**src/rtl/lmt_pkg.sv**
```systemverilog
// Package for the LCD mode timing and register block.
// Holds the item types, the register map, the operation codes and the reset values.
// No dependencies.
package lmt_pkg;

    typedef struct packed {
        logic [1:0]  operation;
        logic [6:0]  tick_dots;
        logic [15:0] reg_address;
        logic [7:0]  write_data;
    } t_in_item;

    typedef struct packed {
        logic [7:0] read_data;
        logic       vblank_irq;
        logic       stat_irq;
        logic       line_drawn;
        logic       frame_done;
    } t_out_item;

    // Display phase, one-hot.
    typedef enum logic [3:0] {
        PH_HBLANK = 4'b0001,
        PH_VBLANK = 4'b0010,
        PH_SCAN   = 4'b0100,
        PH_DRAW   = 4'b1000
    } t_phase;

    localparam logic [1:0] OP_TICK  = 2'd0;
    localparam logic [1:0] OP_READ  = 2'd1;
    localparam logic [1:0] OP_WRITE = 2'd2;

    localparam logic [15:0] ADDR_CONTROL  = 16'hFF40;
    localparam logic [15:0] ADDR_STATUS   = 16'hFF41;
    localparam logic [15:0] ADDR_SCROLL_Y = 16'hFF42;
    localparam logic [15:0] ADDR_SCROLL_X = 16'hFF43;
    localparam logic [15:0] ADDR_LINE     = 16'hFF44;
    localparam logic [15:0] ADDR_LYC      = 16'hFF45;
    localparam logic [15:0] ADDR_DMA      = 16'hFF46;
    localparam logic [15:0] ADDR_BGP      = 16'hFF47;
    localparam logic [15:0] ADDR_OBP0     = 16'hFF48;
    localparam logic [15:0] ADDR_OBP1     = 16'hFF49;
    localparam logic [15:0] ADDR_WIN_Y    = 16'hFF4A;
    localparam logic [15:0] ADDR_WIN_X    = 16'hFF4B;

    localparam logic [7:0] RST_CONTROL = 8'h91;
    localparam logic [7:0] RST_STATUS  = 8'h85;
    localparam logic [7:0] RST_BGP     = 8'hFC;
    localparam logic [7:0] RST_OBP     = 8'hFF;
    localparam logic [7:0] READ_UNMAPPED = 8'hFF;

    localparam logic [9:0] DOTS_SCAN   = 10'd80;
    localparam logic [9:0] DOTS_DRAW   = 10'd172;
    localparam logic [9:0] DOTS_HBLANK = 10'd204;
    localparam logic [9:0] DOTS_LINE   = 10'd456;
    localparam logic [7:0] LINE_VBLANK = 8'd144;
    localparam logic [7:0] LINE_LAST   = 8'd153;

    // Two-bit mode code as seen in the status register.
    function automatic logic [1:0] mode_code(input t_phase ph);
        logic [1:0] code;
        code = 2'd0;
        unique case (ph)
            PH_HBLANK: code = 2'd0;
            PH_VBLANK: code = 2'd1;
            PH_SCAN:   code = 2'd2;
            PH_DRAW:   code = 2'd3;
            default:   code = 2'd0;
        endcase
        return code;
    endfunction

endpackage

```
**src/rtl/lmt_in_reg.sv**
```systemverilog
// Input register stage of the LCD mode timing block.
// Depends on lmt_pkg for the input item type.
module lmt_in_reg (
    input  logic              i_clk,
    input  logic              i_rst_n,
    input  logic              i_valid,
    output logic              o_ready,
    input  lmt_pkg::t_in_item i_item,
    output logic              o_valid,
    output lmt_pkg::t_in_item o_item,
    input  logic              i_take
);
    import lmt_pkg::*;

    logic     r_valid;
    t_in_item r_item;
    logic     n_valid;

    // The held item may be replaced in the same cycle in which it moves on.
    assign o_ready = !r_valid || i_take;
    assign n_valid = (i_valid && o_ready) || (r_valid && !i_take);

    always_ff @(posedge i_clk) begin
        if (!i_rst_n) begin
            r_valid <= 1'b0;
        end else begin
            r_valid <= n_valid;
        end
    end

    always_ff @(posedge i_clk) begin
        if (i_valid && o_ready) begin
            r_item <= i_item;
        end
    end

    assign o_valid = r_valid;
    assign o_item  = r_item;

endmodule

```
**src/rtl/lmt_engine.sv**
```systemverilog
// Register file and dot/line/mode sequencer of the LCD mode timing block.
// Depends on lmt_pkg for item types, register map, phase type and constants.
module lmt_engine (
    input  logic               i_clk,
    input  logic               i_rst_n,
    input  logic               i_fire,
    input  lmt_pkg::t_in_item  i_item,
    output lmt_pkg::t_out_item o_result
);
    import lmt_pkg::*;

    logic [7:0] r_control, r_status, r_scy, r_scx, r_line, r_lyc, r_dma;
    logic [7:0] r_bgp, r_obp0, r_obp1, r_win_y, r_win_x;
    t_phase     r_phase;
    logic [8:0] r_dot;

    logic [7:0] n_control, n_status, n_scy, n_scx, n_line, n_lyc, n_dma;
    logic [7:0] n_bgp, n_obp0, n_obp1, n_win_y, n_win_x;
    t_phase     n_phase;
    logic [8:0] n_dot;

    logic [9:0] sum;
    logic [9:0] dot_left;
    logic [7:0] line_inc;
    logic [7:0] line_new;
    logic       cmp_now;
    t_out_item  res;

    always_comb begin
        n_control = r_control; n_status = r_status; n_scy = r_scy; n_scx = r_scx;
        n_line = r_line; n_lyc = r_lyc; n_dma = r_dma; n_bgp = r_bgp;
        n_obp0 = r_obp0; n_obp1 = r_obp1; n_win_y = r_win_y; n_win_x = r_win_x;
        n_phase = r_phase;
        n_dot = r_dot;
        res = '0;
        sum = {1'b0, r_dot} + {3'b000, i_item.tick_dots};
        dot_left = sum;
        line_inc = r_line + 8'd1;
        line_new = line_inc;
        cmp_now = 1'b0;

        case (i_item.operation)
            OP_READ: begin
                unique case (i_item.reg_address)
                    ADDR_CONTROL:  res.read_data = r_control;
                    ADDR_STATUS:   res.read_data = {r_status[7:2],
                                       r_control[7] ? mode_code(r_phase) : 2'b00};
                    ADDR_SCROLL_Y: res.read_data = r_scy;
                    ADDR_SCROLL_X: res.read_data = r_scx;
                    ADDR_LINE:     res.read_data = r_line;
                    ADDR_LYC:      res.read_data = r_lyc;
                    ADDR_DMA:      res.read_data = r_dma;
                    ADDR_BGP:      res.read_data = r_bgp;
                    ADDR_OBP0:     res.read_data = r_obp0;
                    ADDR_OBP1:     res.read_data = r_obp1;
                    ADDR_WIN_Y:    res.read_data = r_win_y;
                    ADDR_WIN_X:    res.read_data = r_win_x;
                    default:       res.read_data = READ_UNMAPPED;
                endcase
            end
            OP_WRITE: begin
                unique case (i_item.reg_address)
                    ADDR_CONTROL: begin
                        // Switching the display off parks the timing at line 0.
                        if (r_control[7] && !i_item.write_data[7]) begin
                            n_phase = PH_HBLANK;
                            n_dot   = '0;
                            n_line  = '0;
                        end
                        n_control = i_item.write_data;
                    end
                    ADDR_STATUS:   n_status = {i_item.write_data[7:3], r_status[2:0]};
                    ADDR_SCROLL_Y: n_scy    = i_item.write_data;
                    ADDR_SCROLL_X: n_scx    = i_item.write_data;
                    ADDR_LYC:      n_lyc    = i_item.write_data;
                    ADDR_DMA:      n_dma    = i_item.write_data;
                    ADDR_BGP:      n_bgp    = i_item.write_data;
                    ADDR_OBP0:     n_obp0   = i_item.write_data;
                    ADDR_OBP1:     n_obp1   = i_item.write_data;
                    ADDR_WIN_Y:    n_win_y  = i_item.write_data;
                    ADDR_WIN_X:    n_win_x  = i_item.write_data;
                    default: ;
                endcase
            end
            OP_TICK: begin
                if (r_control[7]) begin
                    unique case (r_phase)
                        PH_SCAN: begin
                            if (sum >= DOTS_SCAN) begin
                                dot_left = sum - DOTS_SCAN;
                                n_phase  = PH_DRAW;
                            end
                        end
                        PH_DRAW: begin
                            if (sum >= DOTS_DRAW) begin
                                dot_left       = sum - DOTS_DRAW;
                                n_phase        = PH_HBLANK;
                                res.line_drawn = 1'b1;
                                res.stat_irq   = r_status[3];
                            end
                        end
                        PH_HBLANK: begin
                            if (sum >= DOTS_HBLANK) begin
                                dot_left = sum - DOTS_HBLANK;
                                n_line   = line_inc;
                                cmp_now  = (line_inc == r_lyc);
                                n_status[2] = cmp_now;
                                if (line_inc == LINE_VBLANK) begin
                                    n_phase        = PH_VBLANK;
                                    res.vblank_irq = 1'b1;
                                    res.frame_done = 1'b1;
                                    res.stat_irq   = r_status[4];
                                end else begin
                                    n_phase      = PH_SCAN;
                                    res.stat_irq = r_status[5];
                                end
                                if (cmp_now && !r_status[2] && r_status[6]) begin
                                    res.stat_irq = 1'b1;
                                end
                            end
                        end
                        PH_VBLANK: begin
                            if (sum >= DOTS_LINE) begin
                                dot_left = sum - DOTS_LINE;
                                if (line_inc > LINE_LAST) begin
                                    line_new     = '0;
                                    n_phase      = PH_SCAN;
                                    res.stat_irq = r_status[5];
                                end
                                n_line  = line_new;
                                cmp_now = (line_new == r_lyc);
                                n_status[2] = cmp_now;
                                if (cmp_now && !r_status[2] && r_status[6]) begin
                                    res.stat_irq = 1'b1;
                                end
                            end
                        end
                        default: ;
                    endcase
                    n_dot = dot_left[8:0];
                end
            end
            default: ;
        endcase
    end

    always_ff @(posedge i_clk) begin
        if (!i_rst_n) begin
            r_control <= RST_CONTROL;
            r_status  <= RST_STATUS;
            r_scy     <= '0;
            r_scx     <= '0;
            r_line    <= '0;
            r_lyc     <= '0;
            r_dma     <= '0;
            r_bgp     <= RST_BGP;
            r_obp0    <= RST_OBP;
            r_obp1    <= RST_OBP;
            r_win_y   <= '0;
            r_win_x   <= '0;
            r_phase   <= PH_SCAN;
            r_dot     <= '0;
        end else if (i_fire) begin
            r_control <= n_control;
            r_status  <= n_status;
            r_scy     <= n_scy;
            r_scx     <= n_scx;
            r_line    <= n_line;
            r_lyc     <= n_lyc;
            r_dma     <= n_dma;
            r_bgp     <= n_bgp;
            r_obp0    <= n_obp0;
            r_obp1    <= n_obp1;
            r_win_y   <= n_win_y;
            r_win_x   <= n_win_x;
            r_phase   <= n_phase;
            r_dot     <= n_dot;
        end
    end

    assign o_result = res;

    a_dot_bound: assert property (@(posedge i_clk) disable iff (!i_rst_n)
        r_dot < DOTS_LINE[8:0])
        else $error("dot counter reached a full line");

    a_line_bound: assert property (@(posedge i_clk) disable iff (!i_rst_n)
        r_line <= LINE_LAST)
        else $error("line counter beyond the last line");

    a_vblank_lines: assert property (@(posedge i_clk) disable iff (!i_rst_n)
        (r_phase == PH_VBLANK) == (r_line >= LINE_VBLANK))
        else $error("vertical blank phase out of step with the line counter");

    a_drawn_hblank: assert property (@(posedge i_clk) disable iff (!i_rst_n)
        (i_fire && res.line_drawn) |=> (r_phase == PH_HBLANK))
        else $error("end of draw did not enter horizontal blank");

endmodule

```
**src/rtl/lmt_out_reg.sv**
```systemverilog
// Result register stage of the LCD mode timing block.
// Depends on lmt_pkg for the result item type.
module lmt_out_reg (
    input  logic               i_clk,
    input  logic               i_rst_n,
    input  logic               i_load,
    input  lmt_pkg::t_out_item i_result,
    output logic               o_can_load,
    output logic               o_valid,
    input  logic               i_ready,
    output lmt_pkg::t_out_item o_item
);
    import lmt_pkg::*;

    logic      r_valid;
    t_out_item r_item;

    assign o_can_load = !r_valid || i_ready;

    always_ff @(posedge i_clk) begin
        if (!i_rst_n) begin
            r_valid <= 1'b0;
        end else if (i_load) begin
            r_valid <= 1'b1;
        end else if (i_ready) begin
            r_valid <= 1'b0;
        end
    end

    always_ff @(posedge i_clk) begin
        if (i_load) begin
            r_item <= i_result;
        end
    end

    assign o_valid = r_valid;
    assign o_item  = r_item;

endmodule

```
**src/rtl/lcd_mode_timing_registers.sv**
```systemverilog
// Top level of the LCD mode timing and register block.
// Depends on lmt_pkg, lmt_in_reg, lmt_engine and lmt_out_reg.
//
//   Channel   Direction  Handshake                 Payload
//   in        input      i_in_valid / o_in_ready   i_in_item  (lmt_pkg::t_in_item)
//   out       output     o_out_valid / i_out_ready o_out_item (lmt_pkg::t_out_item)
//
// Every item gives exactly one result, taken through the input and output registers.
// One item per clock, unless stalled: the input register feeds the engine, whose
// register file and timing counters update as the result enters the output register.
// Reset (synchronous, active low) restores all display registers to their power-on
// values and empties both register stages.
// A stall on the output holds the result and, once the input register is also
// full, lowers o_in_ready; otherwise items stream at one per clock.
module lcd_mode_timing_registers (
    input  logic               i_clk,
    input  logic               i_rst_n,
    input  logic               i_in_valid,
    output logic               o_in_ready,
    input  lmt_pkg::t_in_item  i_in_item,
    output logic               o_out_valid,
    input  logic               i_out_ready,
    output lmt_pkg::t_out_item o_out_item
);
    import lmt_pkg::*;

    logic      held_valid;
    t_in_item  held_item;
    logic      out_can_load;
    logic      fire;
    t_out_item result;

    // An item moves from the input register to the output register when the
    // latter is empty or being emptied; the engine state updates on that move.
    assign fire = held_valid && out_can_load;

    lmt_in_reg u_in_reg (
        .i_clk   (i_clk),
        .i_rst_n (i_rst_n),
        .i_valid (i_in_valid),
        .o_ready (o_in_ready),
        .i_item  (i_in_item),
        .o_valid (held_valid),
        .o_item  (held_item),
        .i_take  (fire)
    );

    lmt_engine u_engine (
        .i_clk    (i_clk),
        .i_rst_n  (i_rst_n),
        .i_fire   (fire),
        .i_item   (held_item),
        .o_result (result)
    );

    lmt_out_reg u_out_reg (
        .i_clk      (i_clk),
        .i_rst_n    (i_rst_n),
        .i_load     (fire),
        .i_result   (result),
        .o_can_load (out_can_load),
        .o_valid    (o_out_valid),
        .i_ready    (i_out_ready),
        .o_item     (o_out_item)
    );

    // A frame end always comes with the vertical blank request.
    a_frame_vblank: assert property (@(posedge i_clk) disable iff (!i_rst_n)
        (o_out_valid && o_out_item.frame_done) |-> o_out_item.vblank_irq)
        else $error("frame_done without vblank_irq");

    // Only reads carry data; a result with read data never carries timing pulses.
    a_read_no_pulse: assert property (@(posedge i_clk) disable iff (!i_rst_n)
        (o_out_valid && (o_out_item.read_data != 8'd0)) |->
        !(o_out_item.vblank_irq || o_out_item.stat_irq || o_out_item.line_drawn))
        else $error("read result carries a timing pulse");

    // Nothing is accepted while both stages are full and the output is stalled.
    a_no_overrun: assert property (@(posedge i_clk) disable iff (!i_rst_n)
        (held_valid && o_out_valid && !i_out_ready) |-> !o_in_ready)
        else $error("input accepted with both stages full");

endmodule

```
**config.mk**
```make
export PLATFORM = sky130hd
export DESIGN_NAME = lcd_mode_timing_registers
export DESIGN_NICKNAME = d
export VERILOG_FILES = /design/src/rtl/lmt_pkg.sv /design/src/rtl/lmt_in_reg.sv /design/src/rtl/lmt_engine.sv /design/src/rtl/lmt_out_reg.sv /design/src/rtl/lcd_mode_timing_registers.sv
export SDC_FILE = /design/constraint.sdc
export NUM_CORES = 1
export LEC_CHECK = 0
export ABC_AREA = 1
export BUFFER_PORTS_ARGS = -buffer_cell sky130_fd_sc_hd__buf_2
export CAP_MARGIN = 5
export CORE_MARGIN = 8
export CORE_UTILIZATION = 55
export CTS_CLUSTER_DIAMETER = 40
export DETAILED_ROUTE_END_ITERATION = 10
export GPL_TIMING_DRIVEN = 0
export PLACE_DENSITY_LB_ADDON = 0.05
export SKIP_LAST_GASP = 1
export SLEW_MARGIN = 25
export SYNTH_ARGS = -nofsm -noshare
export SYNTH_HDL_FRONTEND = slang
export SYNTH_HIERARCHICAL = 1
export SYNTH_SLANG_ARGS = --single-unit
export TNS_END_PERCENT = 5
```
**constraint.sdc**
```tcl
create_clock -name i_clk -period 3.1 [get_ports i_clk]
set_clock_uncertainty 0.15 [all_clocks]
set_input_delay 0.31 -clock i_clk [delete_from_list [all_inputs] [get_ports i_clk]]
set_output_delay 0.31 -clock i_clk [all_outputs]
set_load 0.01 [all_outputs]
```
Yosys cells after proc, flatten, opt, wreduce, memory -nomap -nowiden
Cells that the tools add are included.
{"block": "totals", "register_bits": 153, "input_bits": 37, "out_inout_bits": 14, "word_cells": 159}
{"block": "op_classes", "n_addsub": 6, "magnitude_cmp": 5, "eq_ne": 33, "mux": 51, "bitwise_logic": 1, "reduce_logical": 38}
{"operator": "16-bit equality test (second input constant)", "n": 12}
{"operator": "8-bit case mux with 12 select lines", "n": 1}
{"operator": "8-bit two-way mux", "n": 10}
{"operator": "9-bit two-way mux", "n": 7}
{"operator": "9-bit case mux with 4 select lines", "n": 1}
{"operator": "3-bit AND reduction", "n": 12}
{"operator": "4-bit two-way mux", "n": 8}
{"operator": "8-bit case mux with 2 select lines", "n": 2}
{"operator": "10-bit by 8-bit >= comparator with 1-bit output (second input constant)", "n": 2}
{"operator": "9-bit case mux with 2 select lines", "n": 1}
{"operator": "9-bit by 8-bit subtractor with 9-bit output (second input constant)", "n": 2}
{"operator": "8-bit equality test", "n": 2}
{"operator": "4-bit case mux with 4 select lines", "n": 1}
{"operator": "3-bit by 2-bit != test with 1-bit output (second input constant)", "n": 5}
{"operator": "1-bit two-way mux", "n": 12}
{"operator": "11-bit AND reduction", "n": 1}
{"operator": "9-bit by 7-bit adder with 10-bit output", "n": 1}
{"operator": "10-bit by 7-bit >= comparator with 1-bit output (second input constant)", "n": 1}
{"operator": "10-bit by 9-bit >= comparator with 1-bit output (second input constant)", "n": 1}
{"operator": "9-bit by 7-bit subtractor with 9-bit output (second input constant)", "n": 1}
{"operator": "9-bit subtractor (second input constant)", "n": 1}
{"operator": "8-bit by 1-bit adder with 8-bit output (second input constant)", "n": 1}
{"operator": "8-bit equality test (second input constant)", "n": 1}
{"operator": "8-bit greater-than comparator (second input constant)", "n": 1}
{"operator": "other kinds (27)", "n": 47}

Logic depth before layout (Yosys ltp)
Gate-level depths: netlist (run 1).
{"block": "depth", "ltp_word": 13, "mapped_depth": 23, "ltp_nobuf": 23}

Hierarchy
Netlist (run 1), hierarchy kept.
{"mod": "lmt_engine", "n_inst": 1, "cells_per_inst": 1020, "area_each_um2": 6842.8, "seq_area_each_um2": 2142.1}
{"mod": "lmt_in_reg", "n_inst": 1, "cells_per_inst": 40, "area_each_um2": 1042.2, "seq_area_each_um2": 1011.0}
{"mod": "lmt_out_reg", "n_inst": 1, "cells_per_inst": 18, "area_each_um2": 406.6, "seq_area_each_um2": 380.4}
{"mod": "lcd_mode_timing_registers", "n_inst": 1, "cells_per_inst": 2, "area_each_um2": 7.5, "seq_area_each_um2": 0.0}

Worst setup path before layout (run 1)
Ideal clock, no wire load.
{"block": "synth_timing", "kind": "register to register", "from": "register u_out_reg.r_valid, in the netlist u_out_reg/o_valid", "to": "register u_in_reg.r_item (netlist bit u_in_reg/o_item[0]) (enable)", "setup_time_ns": 0.434, "t_arrival_ns": 2.507, "required_ns": 2.516, "setup_slack_ns": 0.009, "stages_incl_launch_ff": 6, "n_path_buf": 0, "period_less_slack_ns": 3.091, "cell_sequence": "dfxtp_1 > nand2_2 > nand2_1 > inv_1 > inv_2 > a21oi_1"}
{"block": "synth_via", "elab_chain_len": 5}
{"element": "start: declaration", "line_no": "lmt_out_reg.sv:15", "text": "logic r_valid;"}
{"element": "start signal: assignment", "line_no": "lmt_out_reg.sv:22", "text": "r_valid <= 1'b0;"}
{"element": "start signal: assignment", "line_no": "lmt_out_reg.sv:24", "text": "r_valid <= 1'b1;"}
{"element": "start signal: assignment", "line_no": "lmt_out_reg.sv:26", "text": "r_valid <= 1'b0;"}
{"element": "1-bit zero test", "line_no": "lmt_out_reg.sv:18", "text": "assign o_can_load = !r_valid || i_ready;"}
{"element": "1-bit logical OR", "line_no": "lmt_out_reg.sv:18"}
{"element": "named net out_can_load", "line_no": "lcd_mode_timing_registers.sv:29", "text": "logic out_can_load;"}
{"element": "1-bit logical AND", "line_no": "lcd_mode_timing_registers.sv:35", "text": "assign fire = held_valid && out_can_load;"}
{"element": "named net fire", "line_no": "lcd_mode_timing_registers.sv:30", "text": "logic fire;"}
{"element": "1-bit logical OR", "line_no": "lmt_in_reg.sv:20", "text": "assign o_ready = !r_valid || i_take;"}
{"element": "1-bit logical AND", "line_no": "lmt_in_reg.sv:32", "text": "if (i_valid && o_ready) begin"}
{"element": "end signal: assignment", "line_no": "lmt_in_reg.sv:33", "text": "r_item <= i_item;"}
{"element": "end: declaration", "line_no": "lmt_in_reg.sv:16", "text": "t_in_item r_item;"}
The timed path passes the listed nets, and every way through them passes these cells.
A chain may end at the register's enable or synchronous reset.

Worst setup path in the final report (run 1)
{"block": "layout_timing", "from": "register u_in_reg.r_item (netlist bit u_in_reg/o_item[24])", "to": "register u_engine.r_line[2]"}
{"block": "layout_via", "elab_chain_len": 4, "word_cells_on_any_way": 6, "classes_between": "add/sub: 1; order compare: 2; eq/ne: 2; reduce/logical: 1"}
{"element": "9-bit by 7-bit adder with 10-bit output (*)", "line_no": "lmt_engine.sv:36", "text": "sum = {1'b0, r_dot} + {3'b000, i_item.tick_dots};"}
{"element": "10-bit by 9-bit >= comparator with 1-bit output or 10-bit by 8-bit >= comparator with 1-bit output (tied branches)", "line_no": "lmt_engine.sv:123, lmt_engine.sv:103"}
{"element": "3-bit by 2-bit != test with 1-bit output (no line)"}
{"element": "8-bit AND reduction (no line) (*)"}
{"element": "end signal: assignment", "line_no": "lmt_engine.sv:168", "text": "r_line <= n_line;"}
{"element": "end: declaration", "line_no": "lmt_engine.sv:12", "text": "logic [7:0] r_control, r_status, r_scy, r_scx, r_line, r_lyc, r_dma;"}
Every way passes the cells marked *; elsewhere a longest branch is shown, timed or not.

==> results.md, run 1 <==
Yosys:
- The synthesized netlist devotes just over 3% of its cell area to adder and majority cells.
- The post-synthesis mux area share is 0%.
- By area, the combinational part of the netlist is dominated by simple AND/OR/NAND/NOR gates.
- For this run, the register share of the synthesized area comes to 42.6%.
- The count of different cell masters after synthesis is 57.
- Each instance of the synthesized netlist takes up on average 7.68 um2.
- The synthesized netlist devotes under 10% of its cell area to XOR and XNOR gates.
- After synthesis the netlist holds a flip-flop and latch count of approximately 150.
- The synthesized design contains 45 enable-type register cells.
- The number of nets in the synthesized netlist is between 1,000 and 1,500.
- The summed instance area of the synthesized netlist is around 8300 um2.
- The main flop type after synthesis is sky130_fd_sc_hd__dfxtp_1.
- For this run, asynchronously set or reset flops after synthesis account for 0%.
- Counting every instance in the synthesized netlist gives ~1,100.
- The synthesized netlist devotes 17.7% of its cell area to compound gates.
- The number of warnings issued by yosys is 6.
- Of the total synthesized cell area, the portion taken by AND, OR, NAND and NOR gates is 26.2%.

Die:
- The die is between 100 and 150 um tall.
- The floorplan row count is between 40 and 50.
- The die covers roughly 19,000 um2.
- After floorplanning, the core was sized to cover around 15,000 um2.
- The die boundary width is ~140 um.
- For this configuration, the core starts out at a cell density of roughly 55%.
- between 50 and 60 I/O pins were placed.

Power and ir drop:
- The analysis attributes to cell leakage a power of roughly 4.3 nW.
- The power density over cell area is around 490 nW/um2.
- The largest vdd supply drop is 0.000421 V.

Worst setup path:
- The worst setup path is launched from a register.
- STA puts the critical path data required time at around 3300 ps.
- The cell repeated most along the worst path is sky130_fd_sc_hd__nand2_2.
- In this design, the stage delay of the slowest critical-path cell is approximately 410 ps.
- Walking the worst path, the cells encountered are ha_2 -> inv_2 -> fa_2 -> inv_2 -> nand2_2 -> nand3_2 -> nand2_2 -> clkinv_4 -> ha_4 -> inv_1 -> nor3_2 -> nand3_1 -> nand2_2 -> nand3_4 -> nand3_4 -> nand2_4 -> nand2_4 -> nand2_8 -> clkbuf_16 -> a31oi_2 -> nor2_1.
- The worst path buffer plus inverter count is 5.
- In this run the worst path has a maximum fanout of 6.
- The critical path class is reg2reg.
- The slowest stage of the critical path is the sky130_fd_sc_hd__fa_2 cell.
- The kind of end point of the critical path is a register.
- On the critical path the largest part of the delay comes from simple AND/OR/NAND/NOR gates.
- The arrival time reported for the critical path endpoint is around 3200 ps.

CTS:
- The clock latency of the later-clocked register in the worst-skew pair is 420 ps.
- Clock tree synthesis selected as its root buffer the cell sky130_fd_sc_hd__clkbuf_16.
- The clock net sink count is around 150.
- The number of clock buffers inserted by TritonCTS is 17.
- In this run the deepest clock path goes through 2 buffers.
- After clock tree synthesis, the clock-pin slew on the worst setup and hold paths is ~60 ps.
- TritonCTS built the clock tree.
- The maximum level of the CTS H-tree is 4.

Timing:
- Headroom to the max-slew limit came out at between 30% and 40%.
- Setup repair after global routing could not meet its margin everywhere.
- Counting I/O delays and the setup requirement, the final critical path takes roughly 3100 ps.
- At the pin with the least slew margin, the transition time is roughly 900 ps.
- The ratio of final minimum period to clock period is 99.3%.
- Based on the critical path, the design can be clocked at up to roughly 320 MHz.
- The final-report hold violation count is 0.
- Setup slack on the critical path of the routed design comes to between 20 and 25 ps.
- The total setup violations reported at the end of the flow is 0.
- The total count of max-transition violations in the final report is 0.

GRT:
- For this run the aggregate overflow at the end of global routing stands at 0.
- The initial antenna violation count is 0.
- Entering global routing, the biggest net connects 24 pins.
- Across every metal layer, demand over resource in global routing totals 24.4%.
- The global-route wire length before repair is 37,800 um.
- The number of global-route vias before repair is 7,350.

Route:
- The count of antenna-violating nets left after detailed routing is 0.
- The DRC violation count after routing is 0.
- The routed via count divided by cell count is 5.57.
- After detailed routing, the average wire length per cell comes to between 15 and 20 um.
- The first detailed-routing pass ran for 7 iterations.
- The overall via count from detail_route is 7,798.
- For this block, the routed nets add up to 24,100 um of wire.
- The violation count after the first detailed-route iteration is 769.

Cells and area:
- After the flow finishes, the layout carries non-filler instances totaling 1,399.
- The number of nets at the end of the flow is around 1,300.
- The area occupied by registers is about 3500 um2.
- At the end of the flow the core is filled with cells to around two thirds.
- The most common library cell in the layout ignoring fill and taps is sky130_fd_sc_hd__nand2_1.
- The antenna diode count is 0.
- The post-route netlist has 18.9% of its cells at a drive strength greater than 1.
- Summing all non-filler instances in the final layout gives an area of 10,200 um2.
- The register with the most flip-flops in the layout has 33 of them.
- The synthesis-to-finish area growth is 23.4%.
- In the layout the commonest cells are sky130_fd_sc_hd__nand2_1 (194), sky130_fd_sc_hd__inv_1 (142), sky130_fd_sc_hd__dfxtp_1 (108), sky130_fd_sc_hd__nor2_1 (88), sky130_fd_sc_hd__a21oi_1 (70).
- The number of filler instances in the final layout is between 1,000 and 1,500.
- Summing all multi-input logic gate instances after layout gives around 4300 um2.

Min path:
- The path class of the lowest-slack min-delay path is in2reg.

Placement:
- Counting tap cells, the placed design contains a total of about 1,300 instances.
- The worst slack after detailed placement is -370 ps.
- The area after detailed placement is ~9000 um2.
- The number of input and output port buffers inserted is 50.
- Detailed placement finished with a half-perimeter wire length of 17,000 um.
- The weighted congestion at the end of routability-driven global placement is between 0.9 and 1.

Flow run:
- The total of max-cap violations is 0.

Status:
- The flow ran to the end, and the final reports show no timing, DRC or antenna violations.
[Yosys cell counts (19+ instances only)]
library cell,instances,area share [%]
sky130_fd_sc_hd__dfxtp_1,109,26
sky130_fd_sc_hd__a21oi_1,74,4.5
sky130_fd_sc_hd__o21ai_0,68,4.1
sky130_fd_sc_hd__edfxtp_1,45,16
sky130_fd_sc_hd__o211ai_1,27,2.4
sky130_fd_sc_hd__o22ai_1,19,1.4
sky130_fd_sc_hd__nand3_1,62,3.7
sky130_fd_sc_hd__inv_1,148,6.7
sky130_fd_sc_hd__ha_1,19,2.9
sky130_fd_sc_hd__nand2_1,208,9.4
sky130_fd_sc_hd__nor2_1,89,4.0
sky130_fd_sc_hd__clkbuf_1,21,0.95
[where the power goes]
| group | switching (mW) | total (mW) | leakage (nW) | internal (mW) |
|---|---|---|---|---|
| logic | 0.372 | 0.602 | 2.71 | 0.230 |
| clock network | 0.850 | 2.20 | 0.290 | 1.35 |
| registers | 0.0422 | 2.17 | 1.31 | 2.13 |
[final cells by class]
| type | count | share of cell area (%) |
|---|---|---|
| Timing Repair Buffer | 99 | 7.31 |
| Inverter | 166 | 6.24 |
| Multi-Input combinational cell | 730 | 42.1 |
| Clock inverter | 15 | 1.92 |
| Tap cell | 188 | 2.30 |
| Buffer | 30 | 1.48 |
| Clock buffer | 17 | 4.15 |
| Sequential cell | 154 | 34.5 |
[cells by family (layout without fill, tap and decap cells)]
family,count (synthesis),count (layout)
AND/OR/NAND/NOR,457,457
XOR/XNOR,10,10
AO/OA/AOI/OAI,243,243
adder cells (fa/ha/maj),20,20
flip-flops,154,154
buffers and inverters,196,327
[worst register-to-register path: cells and delay by family, from the launching register on]
kind	cells	cell delay, ps
flip-flops	1	340
AND/OR/NAND/NOR	12	1150
adder cells (fa/ha/maj)	3	740
AO/OA/AOI/OAI	1	150
buffers and inverters	5	460
[metal layers]
layer,up-vias,routed length (um),GRT usage [%]
met2,281,11700,41.7
met5,-,0,0
met4,0,669,9.65
met3,51,1460,4.34
li1,3868,-,-
met1,3598,10200,30.1
[stage by stage]
step	hold slack, ps	setup TNS (ps)	power (mW)
final	52.8	0	4.97
after global routing	51.1	-1330	5.14
after CTS	37.0	-1.96	4.92
after detailed placement	289	-5470	2.69
after global placement	281	-42680	2.68
after floorplan	259	0	2.54
[path summary, 6_finish.rpt]
kind / start / endpoint / slack (ps) / depth (start not counted)
max: u_in_reg/o_item[24] / u_engine/r_line[2] / 20 / 21
min: i_in_valid / u_in_reg/o_valid / 50 / 3
max reg2reg: u_in_reg/o_item[24] / u_engine/r_line[2] / 20 / 21
min reg2reg: u_engine/r_win_y[0] / u_engine/r_win_y[0] / 300 / 2
[timing repair]
| item | 4_1_cts | 5_1_grt |
|---|---|---|
| endpoints found under the setup margin | 24 | 24 |
| setup buffers | 3 | 10 |
| pin swaps | 4 | 21 |
| gates cloned | 0 | 1 |
| hold buffers | 34 | 0 |
| gates resized for setup | 12 | 59 |
| endpoints found under the hold margin | 34 | 0 |
(Power assumes the default switching activity.)
==> run 2, diff against run 1 <==
clock period = 2.8 ns   (was 3.1 ns; I/O delays follow)
==> results.md, run 2 (synthesized netlist as in run 1, its figures left out) <==
Worst setup path:
- The critical path class is reg2reg.
- Of all nets on the critical path, the largest fanout is 7.
- Data arrives at the worst endpoint at between 3000 and 4000 ps.
- The kind of end point of the critical path is a register.
- Data on the critical path is required at its endpoint by roughly 3000 ps.
- The worst setup path is launched from a register.

Die:
- After floorplanning, the core was divided into 45 placement rows.
- For this configuration, the core starts out at a cell density of between 50% and 60%.
- The floorplan die area is approximately 19,000 um2.
- The die span in y is approximately 140 um.
- The die boundary width is ~140 um.
- The number of ports placed on the die boundary is 51.
- The core outline area is roughly 15,000 um2.

CTS:
- The clock tree synthesis step divided the H-tree into 4 levels.
- The number of clock buffers added by TritonCTS is 17.
- The clock latency of the later-clocked register in the worst-skew pair is 430 ps.
- For this design, the sink count on the clock tree is 154.
- The clock transition at the register clock pins on the worst setup and hold paths after CTS is 60 ps.
- The root cell of the clock tree is sky130_fd_sc_hd__clkbuf_16.
- The TritonCTS clock tree is built.
- The longest clock path from root to sink contains 2 buffers.

Route:
- The routed via count divided by cell count is between 5 and 6.
- The detailed-router iteration count before antenna repair is 5.
- The count of antenna-violating nets left after detailed routing is 0.
- The detailed router finished its first iteration with 694 violations.
- The final routed wire length divided by cell count is ~17 um.
- In the routed design, unresolved DRC markers number 0.
- The final wirelength is approximately 24,000 um.
- The detailed router placed between 7,000 and 8,000 vias in this run.

Placement:
- Routability-driven placement finished with a final weighted congestion of roughly 0.93.
- At the placement stage, the worst setup path has a slack of -669 ps.
- The HPWL after detailed placement is roughly 17,000 um.
- During placement, the flow inserted port buffers numbering 50.

GRT:
- The number of global-route vias before repair is ~7,500.
- The global-route wire length before repair is ~38,000 um.
- For met3 alone, demand over resource in global routing was a little over 4%.
- In the global route stage, met2 resource usage came out at roughly two fifths.
- The total congestion overflow after global routing is 0.
- Entering global routing, the biggest net connects 24 pins.
- met2 is the most crowded layer.
- Global routing used slightly below 30% of the available met1 tracks.
- The initial antenna violation count came to 0.
- Global routing consumed, over all layers together, approximately a quarter of the routing resources.

Power and ir drop:
- The leakage power total is 4.34 nW.
- The clock network accounts for 45.3% of the total power.
- The switching portion of total power is roughly a quarter.
- The internal portion of total power is about 4.2 mW.
- VDD sags by at most between 0.0004 and 0.0005 V.
- Power spread over the standard cell area amounts to between 500 and 600 nW/um2.
- For this design the total switching power over the nets is around 1.4 mW.
- The part of the power in combinational logic is between 10% and 20%.
- Sequential cells account for a little over two fifths of the total power.

Cells and area:
- The antenna diode count is 0.
- The final layout contains 1,260 nets.
- Cells fill ~70% of the core in the end.
- The flip-flop count of the largest register, all copies and words added is 33.
- The library cells used most frequently in the layout, excluding fill and tap cells, are sky130_fd_sc_hd__nand2_1 (193), sky130_fd_sc_hd__inv_1 (140), sky130_fd_sc_hd__dfxtp_1 (108), sky130_fd_sc_hd__nor2_1 (89), sky130_fd_sc_hd__a21oi_1 (72).
- Cells with a size suffix above 1 make up a little under a fifth of the layout.
- The synthesis-to-finish area growth is 23.2%.
- The most common library cell in the layout ignoring fill and taps is sky130_fd_sc_hd__nand2_1.

Timing:
- After routing, the total negative slack on setup checks comes to -2500 ps.
- At the pin with the least slew margin, the transition time is between 700 and 800 ps.
- The post-layout worst setup margin is -167 ps.
- The final critical-path required period is around 3000 ps.
- Setup repair after global routing could not meet its margin everywhere.
- Setup violations remaining at the end of the flow were counted as 21.
- The total count of max-transition violations in the final report is 0.
- After layout, the worst path uses 106% of the clock period.
- The worst pin sits at a relative slew slack of ~47%.
- The top achievable clock speed is about 340 MHz.
- The final-report hold violation count is 0.

Status:
- The run finished, with violations left.
- The final reports fail on setup timing.

Flow run:
- The total of max-cap violations is 0.

Min path:
- The worst hold path belongs to the class in2reg.
==> run 2: cell types whose count changed in the layout (fill, tap and decap cells not counted), sizes merged <==
cell	delta
clkinv	-3
inv	+2
buf	+6
clkinvlp	-1
bufinv	+1
==> run 2: area by class of cell <==
cell class	count	area, um2
clock buffer	18	429
buffer	30	151
tap	188	235
timing repair buffer	104	788
fill	1279	4750
sequential	154	3530
clock inverter	14	218
inverter	166	637
multi-input combinational	730	4230
==> run 2: metrics by stage <==
stage | hold WS, ps | instance area, um2 | power [mW] | cells
finish | 17.9 | 10200 | 5.59 | 1404
detailed placement | 288 | 8820 | 2.98 | 1319
CTS | 5.25 | 10100 | 5.58 | 1399
global placement | 281 | 8790 | 2.97 | 1318
floorplan | 229 | 8300 | 2.81 | 1080
global route | 27.4 | 10200 | 5.79 | 1404
==> run 2: power by group through the flow <==
stage,sequential (mW),clock (mW),combinational [mW]
finish,2.40,2.53,0.652
global route,2.40,2.67,0.718
CTS,2.40,2.56,0.622
detailed placement,2.45,0,0.536
global placement,2.45,0,0.523
floorplan,2.43,0,0.376
==> run 2: path summary, 6_finish.rpt <==
path                       startpoint                   to  slack [ps]  cells after the start
hold reg to reg   u_engine/r_win_y[0]  u_engine/r_win_y[0]         300                      2
setup / recovery  u_in_reg/o_item[24]   u_engine/r_line[7]        -170                     22
hold / removal                i_rst_n    u_out_reg/o_valid          20                      3
setup reg to reg  u_in_reg/o_item[24]   u_engine/r_line[7]        -170                     22
==> run 2: worst max-delay path, cell delays in order, from the launching register on <==
cell and delay, ps:
sky130_fd_sc_hd__edfxtp_1 350, sky130_fd_sc_hd__ha_2 190, sky130_fd_sc_hd__inv_2 40, sky130_fd_sc_hd__fa_2 350
sky130_fd_sc_hd__inv_2 80, sky130_fd_sc_hd__nand2_2 70, sky130_fd_sc_hd__nand3_2 70, sky130_fd_sc_hd__nand2_2 80
sky130_fd_sc_hd__inv_4 100, sky130_fd_sc_hd__ha_4 140, sky130_fd_sc_hd__inv_2 30, sky130_fd_sc_hd__nor3_2 130
sky130_fd_sc_hd__nand3_1 120, sky130_fd_sc_hd__nand2_2 110, sky130_fd_sc_hd__nand3_4 90, sky130_fd_sc_hd__nand3_4 90
sky130_fd_sc_hd__nand2_4 70, sky130_fd_sc_hd__nand2_4 80, sky130_fd_sc_hd__nand2_8 80, sky130_fd_sc_hd__buf_6 140
sky130_fd_sc_hd__buf_8 120, sky130_fd_sc_hd__a31oi_1 140, sky130_fd_sc_hd__nor2_1 60
==> run 2: layer usage <==
layer / vias to the layer above / wire length (um)
met5: - / 0
met4: 0 / 924
met3: 59 / 1410
met2: 289 / 11300
met1: 3602 / 10100
li1: 3897 / -
==> run 2: repair_timing <==
action	CTS	global route
resized for setup	40	17
pin swaps	17	19
setup buffers	13	5
gates cloned	1	0
endpoints found under the setup margin	24	25
endpoints found under the hold margin	34	0
hold buffers	34	0
